[config.mk]
export PLATFORM = sky130hd
export DESIGN_NAME = jss_stencil
export DESIGN_NICKNAME = d
export VERILOG_FILES = /design/src/rtl/jss_pkg.sv /design/src/rtl/jss_stencil.sv
export VERILOG_INCLUDE_DIRS = /design/src /design/src/rtl
export SDC_FILE = /design/constraint.sdc
export NUM_CORES = 1
export LEC_CHECK = 0
export ABC_AREA = 0
export BUFFER_PORTS_ARGS = -buffer_cell sky130_fd_sc_hd__clkbuf_2
export CORE_AREA = 2 2 233 177
export DETAILED_ROUTE_END_ITERATION = 6
export DIE_AREA = 0 0 235 179
export PLACE_DENSITY_LB_ADDON = 0.15
export SYNTH_ARGS = -nofsm -noshare
export SYNTH_HDL_FRONTEND = slang
export SYNTH_SLANG_ARGS = --single-unit
[constraint.sdc]
create_clock -name clk -period 17.4 [get_ports clk]
set_input_delay 0.87 -clock clk [delete_from_list [all_inputs] [get_ports clk]]
set_output_delay 0.87 -clock clk [all_outputs]
set_load 0.01 [all_outputs]
[src/rtl/jacobi_stencil_sweep_defines.svh]
// assertion macros for the jacobi stencil sweep rtl
`ifndef JACOBI_STENCIL_SWEEP_DEFINES_SVH
`define JACOBI_STENCIL_SWEEP_DEFINES_SVH

// same-cycle implication, sampled on clk, off during reset
`define JSS_ASSERT_NOW(label, ante, cons) \
    label: assert property (@(posedge clk) disable iff (!rst_n) (ante) |-> (cons)) \
        else $error("jss assertion failed");

// next-cycle implication, sampled on clk, off during reset
`define JSS_ASSERT_NEXT(label, ante, cons) \
    label: assert property (@(posedge clk) disable iff (!rst_n) (ante) |=> (cons)) \
        else $error("jss assertion failed");

`endif

[src/rtl/jss_pkg.sv]
// shared types and constants for the jacobi stencil sweep
package jss_pkg;

    localparam int CFG_INDEX_W = 8;
    localparam int CFG_DATA_W  = 16;
    localparam int GRID_W_BITS = 11;
    localparam int GRID_H_BITS = 16;

    localparam logic [CFG_INDEX_W-1:0] REG_GRID_WIDTH  = 8'd0;
    localparam logic [CFG_INDEX_W-1:0] REG_GRID_HEIGHT = 8'd1;

    localparam int GRID_WIDTH_RESET  = 1024;
    localparam int GRID_HEIGHT_RESET = 1024;
    localparam int MIN_DIM           = 3;

    localparam int ROW_W       = 16;
    localparam int COL_W       = 10;
    localparam int OUT_VAL_W   = 32;
    localparam int OUT_TDATA_W = 128;

    // position and grid marks that travel with each interior point
    typedef struct packed {
        logic [ROW_W-1:0] row;
        logic [COL_W-1:0] col;
        logic             last;
        logic             clr;
    } jss_tag_t;

endpackage

[src/rtl/jss_stencil.sv]
// stencil arithmetic pipeline: mean, change, running maximum
`include "jacobi_stencil_sweep_defines.svh"
module jss_stencil
    import jss_pkg::*;
#(
    parameter int DATA_WIDTH = 32
) (
    input  logic                         clk,
    input  logic                         rst_n,
    output logic                         in_ready,
    input  logic                         item_valid,
    input  logic signed [DATA_WIDTH-1:0] item_up,
    input  logic signed [DATA_WIDTH-1:0] item_down,
    input  logic signed [DATA_WIDTH-1:0] item_left,
    input  logic signed [DATA_WIDTH-1:0] item_right,
    input  logic signed [DATA_WIDTH-1:0] item_center,
    input  jss_tag_t                     item_tag,
    output logic                         out_valid,
    input  logic                         out_ready,
    output logic [OUT_VAL_W-1:0]         out_new_value,
    output logic [ROW_W-1:0]             out_row,
    output logic [COL_W-1:0]             out_col,
    output logic [OUT_VAL_W-1:0]         out_change,
    output logic [OUT_VAL_W-1:0]         out_max,
    output logic                         out_last
);

    // stage 1: window operands
    logic                         s1_valid_reg;
    logic signed [DATA_WIDTH-1:0] s1_up_reg, s1_down_reg, s1_left_reg, s1_right_reg;
    logic signed [DATA_WIDTH-1:0] s1_center_reg;
    jss_tag_t                     s1_tag_reg;
    // stage 2: new value
    logic                         s2_valid_reg;
    logic signed [DATA_WIDTH-1:0] s2_nv_reg, s2_center_reg;
    jss_tag_t                     s2_tag_reg;
    // stage 3: change
    logic                         s3_valid_reg;
    logic signed [DATA_WIDTH-1:0] s3_nv_reg;
    logic [DATA_WIDTH-1:0]        s3_d_reg;
    jss_tag_t                     s3_tag_reg;
    // result register
    logic                         out_valid_reg;
    logic [OUT_VAL_W-1:0]         out_nv_reg, out_change_reg, out_max_reg;
    jss_tag_t                     out_tag_reg;
    logic [DATA_WIDTH-1:0]        run_max_reg, run_max_next;

    logic                         out_stage_ready, s3_ready, s2_ready, s1_ready;
    logic                         out_load;
    logic signed [DATA_WIDTH+1:0] sum;
    logic signed [DATA_WIDTH:0]   diff;
    logic [DATA_WIDTH-1:0]        abs_diff;

    assign out_stage_ready = !out_valid_reg || out_ready;
    assign s3_ready = !s3_valid_reg || out_stage_ready;
    assign s2_ready = !s2_valid_reg || s3_ready;
    assign s1_ready = !s1_valid_reg || s2_ready;
    assign in_ready = s1_ready;
    assign out_load = s3_valid_reg && out_stage_ready;

    // floor of the mean: sum kept two bits wider, then drop the low two
    assign sum = (DATA_WIDTH + 2)'(s1_up_reg) + (DATA_WIDTH + 2)'(s1_down_reg)
               + (DATA_WIDTH + 2)'(s1_left_reg) + (DATA_WIDTH + 2)'(s1_right_reg);

    assign diff     = (DATA_WIDTH + 1)'(s2_nv_reg) - (DATA_WIDTH + 1)'(s2_center_reg);
    assign abs_diff = diff[DATA_WIDTH] ? DATA_WIDTH'(-diff) : DATA_WIDTH'(diff);

    always_comb
    begin
        if (s3_tag_reg.clr || (s3_d_reg > run_max_reg))
        begin
            run_max_next = s3_d_reg;
        end
        else
        begin
            run_max_next = run_max_reg;
        end
    end

    always_ff @(posedge clk or negedge rst_n)
    begin
        if (!rst_n)
        begin
            s1_valid_reg  <= 1'b0;
            s2_valid_reg  <= 1'b0;
            s3_valid_reg  <= 1'b0;
            out_valid_reg <= 1'b0;
            run_max_reg   <= '0;
        end
        else
        begin
            if (s1_ready)
            begin
                s1_valid_reg <= item_valid;
            end
            if (s2_ready)
            begin
                s2_valid_reg <= s1_valid_reg;
            end
            if (s3_ready)
            begin
                s3_valid_reg <= s2_valid_reg;
            end
            if (out_stage_ready)
            begin
                out_valid_reg <= s3_valid_reg;
            end
            if (out_load)
            begin
                run_max_reg <= run_max_next;
            end
        end
    end

    always_ff @(posedge clk)
    begin
        if (s1_ready && item_valid)
        begin
            s1_up_reg     <= item_up;
            s1_down_reg   <= item_down;
            s1_left_reg   <= item_left;
            s1_right_reg  <= item_right;
            s1_center_reg <= item_center;
            s1_tag_reg    <= item_tag;
        end
        if (s2_ready && s1_valid_reg)
        begin
            s2_nv_reg     <= sum[DATA_WIDTH+1:2];
            s2_center_reg <= s1_center_reg;
            s2_tag_reg    <= s1_tag_reg;
        end
        if (s3_ready && s2_valid_reg)
        begin
            s3_nv_reg  <= s2_nv_reg;
            s3_d_reg   <= abs_diff;
            s3_tag_reg <= s2_tag_reg;
        end
        if (out_load)
        begin
            out_nv_reg     <= OUT_VAL_W'(s3_nv_reg);
            out_change_reg <= OUT_VAL_W'(s3_d_reg);
            out_max_reg    <= OUT_VAL_W'(run_max_next);
            out_tag_reg    <= s3_tag_reg;
        end
    end

    assign out_valid     = out_valid_reg;
    assign out_new_value = out_nv_reg;
    assign out_row       = out_tag_reg.row;
    assign out_col       = out_tag_reg.col;
    assign out_change    = out_change_reg;
    assign out_max       = out_max_reg;
    assign out_last      = out_tag_reg.last;

    `JSS_ASSERT_NEXT(a_max_restart, out_load && s3_tag_reg.clr, run_max_reg == $past(s3_d_reg))
    `JSS_ASSERT_NEXT(a_max_covers, out_load, run_max_reg >= $past(s3_d_reg))
    `JSS_ASSERT_NEXT(a_max_holds, !out_load, run_max_reg == $past(run_max_reg))
    `JSS_ASSERT_NEXT(a_s3_stall, s3_valid_reg && !out_stage_ready, s3_valid_reg)

endmodule

==> results list <==
- Outcome: finished clean
- Detailed-route vias per instance: just over 5
- Antenna violations before repair: 4
- The critical path contains buffers and inverters numbering 2 combined.
- Area taken by flip-flops and latches: 15800 um^2
- Clock H-tree levels: 2
- Syn_nets: 1954
- Along the worst path, the maximum fanout reaches 4.
- In this run, post-CTS hold repair placed 0 buffers.
- The multi-input combinational cells in the finished layout cover a total of roughly 6800 um^2.
- A synthesized cell averages 14.8 um^2.
- At the pin with the least slew margin, the transition time is 1.04 ns.
- Most repeated library cell on the critical path: a21oi_1
- Of the synthesized area, sequential elements account for 0.666.
* Clock tree buffer depth: 3
- From left edge to right edge, the die measures ~240 um.
* Slew margin rel.: 0.298
- STA classifies the critical path endpoint as a flip-flop.
* Worst Path Class, Setup: flip-flop to flip-flop
* Total power density per cell area: between 150 and 200 nW/um^2
- Share of layout cells above drive strength 1: 0.237
* DRT Pass-1 Iters: 4
- For this run, the top clock speed supported by timing is 218 MHz.
- In the global route stage, overall resource usage came out at 0.199.
- Worst path cell trace: inv_1 -> fa_1 -> inv_1 -> fa_1 -> nand2_1 -> nor2_1 -> fa_1 -> a21o_1 -> a21oi_1 -> o21ai_0 -> a21oi_1 -> a21oi_1 -> o221ai_1 -> o21ai_0 -> a21o_1 -> a21oi_1 -> xnor2_1
- In this run, placement finished with an instance count of between 2000 and 2500.
* Setup slack of the worst register-to-register path: 12.81 ns
- Cell count of the worst reg-to-reg path: 17
* Critical path's slowest cell: fa_1
- TritonCTS built the clock tree.
* Drc violations: 0
* Shortest clock period the worst path allows after layout: 4.59 ns
- In this run the tool buffered the top-level ports with around 320 buffer cells.
- Worst Path Arrival: 4.90 ns
- Period utilisation layout: 0.264
* Hold_sp: s1_center_reg[11]$_DFFE_PP_
- Cell Rows: 64
- Die outline height: 179 um
* Final routed wirelength across all metal layers: roughly 42 mm
* Final count of negative-setup-slack endpoints: 0
- WL per Instance: 16.6 um
- Final ANT Viol Nets: 0
- Max-cap violations in this run came to 0.
- Start of the worst register-to-register path: s1_up_reg[1]$_DFFE_PP_
* Depth of the worst hold-timing path: 0
- Die area: between 40000 and 50000 um^2
- Total Neg Setup Slack: 0 ns
- The first global-routing pass estimated 66.2 mm of wire.
* Vias in the first global route: ~13000
- After legalization and detailed placement, the total HPWL measured between 30 and 40 mm.
* Final clock skew: 0.0204 ns
* Endpoint of the most critical register-to-register path: s2_nv_reg[29]$_DFFE_PP_
* Fraction of registers with async set or reset after synthesis: 0.0678
* Crit path largest cell delay: around 0.54 ns
- TritonCTS sink count: approximately 530
* Final worst slack: 12.81 ns
* Area of placed instances: roughly 26000 um^2
- The path with the worst hold slack has its endpoint at s2_center_reg[11]$_DFFE_PP_.
- around 320 I/O pins were placed.
- Once the clock tree was built, the resizer swapped 0 gates to a different size.
- Cell family with the largest share of critical-path delay: compound AO/OA/AOI/OAI gates
* Unrepaired setup endpoints after global routing: false
- The synthesized design contains between 400 and 500 enable-type register cells.
- The area growth from synthesis to layout is 15.8%.
* Clk Latency, worst-skew pair: between 0.5 and 0.6 ns
- Synth cell types: between 70 and 80
* Worst hold slack: a little over 0.4 ns
- Standby leakage power: between 0.01 and 0.015 uW
- The worst setup path is launched from a flip-flop.
- TritonCTS Buffers: 49
- The total overflow left after global routing is 0.
- The initial utilization of the core area, before any placement, comes to 0.590.
- Root Driver: clkbuf_16
- Leaving out filler cells and counting taps, the final layout contains about 2500.
- Pre-CTS setup slack: 12.75 ns
* Cell count after synthesis: 1600
* Number of synthesis warnings: 0
- Clock-pin slew on the worst setup and hold paths: around 0.07 ns
- Final number of max-transition violations: 0
* Number of post-CTS setup repair buffers: 0
- The mapped netlist covers 23700 um^2.
* HP Class: flip-flop to flip-flop
- Final weighted congestion in routability-driven placement: about 0.83
- The first routing iteration left about 790 violations.
- The finished cells cover 27400 um^2.
* Total via count after detailed routing: between 10000 and 15000
* Placeable Area: 40100 um^2
- The final count of hold timing violations was 0.
- Largest net degree at the start of global routing: between 80 and 90
* NumNets Final: 2305
* Leading register cell type out of synthesis: edfxtp_1
- Synthesis inferred 531 register bits.
- Counting the fill cells in the layout gives between 2000 and 3000.
- The worst-case IR drop observed on VDD is ~0.085 mV.
- At the worst endpoint, the required time is roughly 18 ns.
[report_power, final]
part | switching [uW] | internal, uW
Combinational | 950 | 733
Clock | 443 | 567
Sequential | 166 | 1830
[placed cells by master, fill, tap and decap left out, types with 4 or more instances in the layout]
| cell | n |
|---|---|
| a21o_1 | 34 |
| dfrtp_1 | 36 |
| mux2_2 | 64 |
| o211ai_1 | 9 |
| buf_4 | 8 |
| clkinv_1 | 12 |
| clkinv_2 | 8 |
| nand2b_1 | 19 |
| or3_1 | 6 |
| a211oi_1 | 4 |
| fa_1 | 66 |
| nand3_1 | 23 |
| xor2_1 | 29 |
| edfxtp_1 | 495 |
| xnor2_1 | 54 |
| a31oi_1 | 6 |
| nor4_1 | 4 |
| a21oi_1 | 84 |
| a22oi_1 | 4 |
| o31ai_1 | 4 |
| inv_1 | 260 |
| o21a_1 | 11 |
| o21bai_1 | 11 |
| clkbuf_1 | 14 |
| nand2_1 | 41 |
| nor2b_1 | 8 |
| and3_1 | 6 |
| nand4_1 | 19 |
| clkbuf_16 | 51 |
| a21boi_0 | 5 |
| and2_1 | 5 |
| nor2_1 | 38 |
| nor3_1 | 22 |
| clkbuf_2 | 316 |
| ha_1 | 96 |
| o31a_1 | 4 |
| o21ai_0 | 50 |
[metal layers]
metal	GRT usage	part of all wire
met2	0.311	0.46
met1	0.285	0.46
met5	0	0.00024
met4	0.0525	0.019
met3	0.0473	0.059
[cell usage after synthesis, drive strengths merged, types with 3 or more instances]
library cell	instances	area (um^2)
or3	6	37.5
dfrtp	36	901
nand2	41	154
fa	66	1320
and3	6	37.5
o211ai	9	67.6
a21o	34	255
o21a	11	82.6
and2	8	50.1
a31oi	6	37.5
inv	260	976
nand4	19	119
xnor2	54	473
nand2b	19	119
or2	4	25.0
edfxtp	495	14900
ha	96	1200
nand3	23	115
o31a	4	35.0
xor2	30	270
o21ai	53	265
o31ai	6	63.8
buf	12	62.6
a22oi	4	30.0
a211o	3	26.3
clkbuf	12	46.3
nor3	24	136
a211oi	6	55.1
nor4	4	25.0
o21bai	11	82.6
nor2b	9	56.3
a21oi	85	429
mux2	64	721
nor2	38	143
or4	3	22.5
a21boi	5	37.5
[area by class of cell]
type / instances / share of cell area
inverters: 260 / 0.0356
flip-flops and latches: 531 / 0.576
well taps: 528 / 0.0241
repair buffers: 324 / 0.0599
multi-input cells: 785 / 0.249
clock buffers: 65 / 0.0485
clock inverters: 26 / 0.00649
diodes: 3 / 0.000274
[worst max-delay path by stage]
stage                           start  depth (start not counted)  slack [ns]                     endpoint
2_1_floorplan               out_ready                          6        9.28  run_max_reg[10]$_DFFE_PN0P_
3_3_place_gp   s1_up_reg[1]$_DFFE_PP_                         17       12.90      s2_nv_reg[29]$_DFFE_PP_
3_5_place_dp   s1_up_reg[1]$_DFFE_PP_                         17       12.75      s2_nv_reg[29]$_DFFE_PP_
4_1_cts        s1_up_reg[1]$_DFFE_PP_                         17       12.73      s2_nv_reg[29]$_DFFE_PP_
5_1_grt        s1_up_reg[1]$_DFFE_PP_                         17       12.53      s2_nv_reg[29]$_DFFE_PP_
6_report       s1_up_reg[1]$_DFFE_PP_                         17       12.81      s2_nv_reg[29]$_DFFE_PP_
[cells by family after synthesis]
kind of cell	Yosys count	synth area share
compound gates	260	0.0711
fa+ha+maj	162	0.107
xor+xnor	84	0.0314
mux	66	0.0313
buf+inv	284	0.0458
simple gates	213	0.0475
flops	531	0.666
[per-stage QoR]
| step | utilization | total power [uW] |
|---|---|---|
| after floorplan | - | 3250 |
| after global placement | 0.645 | 3650 |
| after detailed placement | 0.645 | 3700 |
| after CTS | 0.683 | 4720 |
| after global routing | 0.683 | 5020 |
| final | 0.683 | 4690 |
[worst reg2reg max path, stage by stage (launching register included)]
cell and delay [ns]:
edfxtp_1 0.33, inv_1 0.06, fa_1 0.54, inv_1 0.06, fa_1 0.48, nand2_1 0.09, nor2_1 0.05, fa_1 0.40
a21o_1 0.18, a21oi_1 0.37, o21ai_0 0.18, a21oi_1 0.36, a21oi_1 0.20, o221ai_1 0.33, o21ai_0 0.23, a21o_1 0.22
a21oi_1 0.19, xnor2_1 0.09
(Power assumes the default switching activity.)
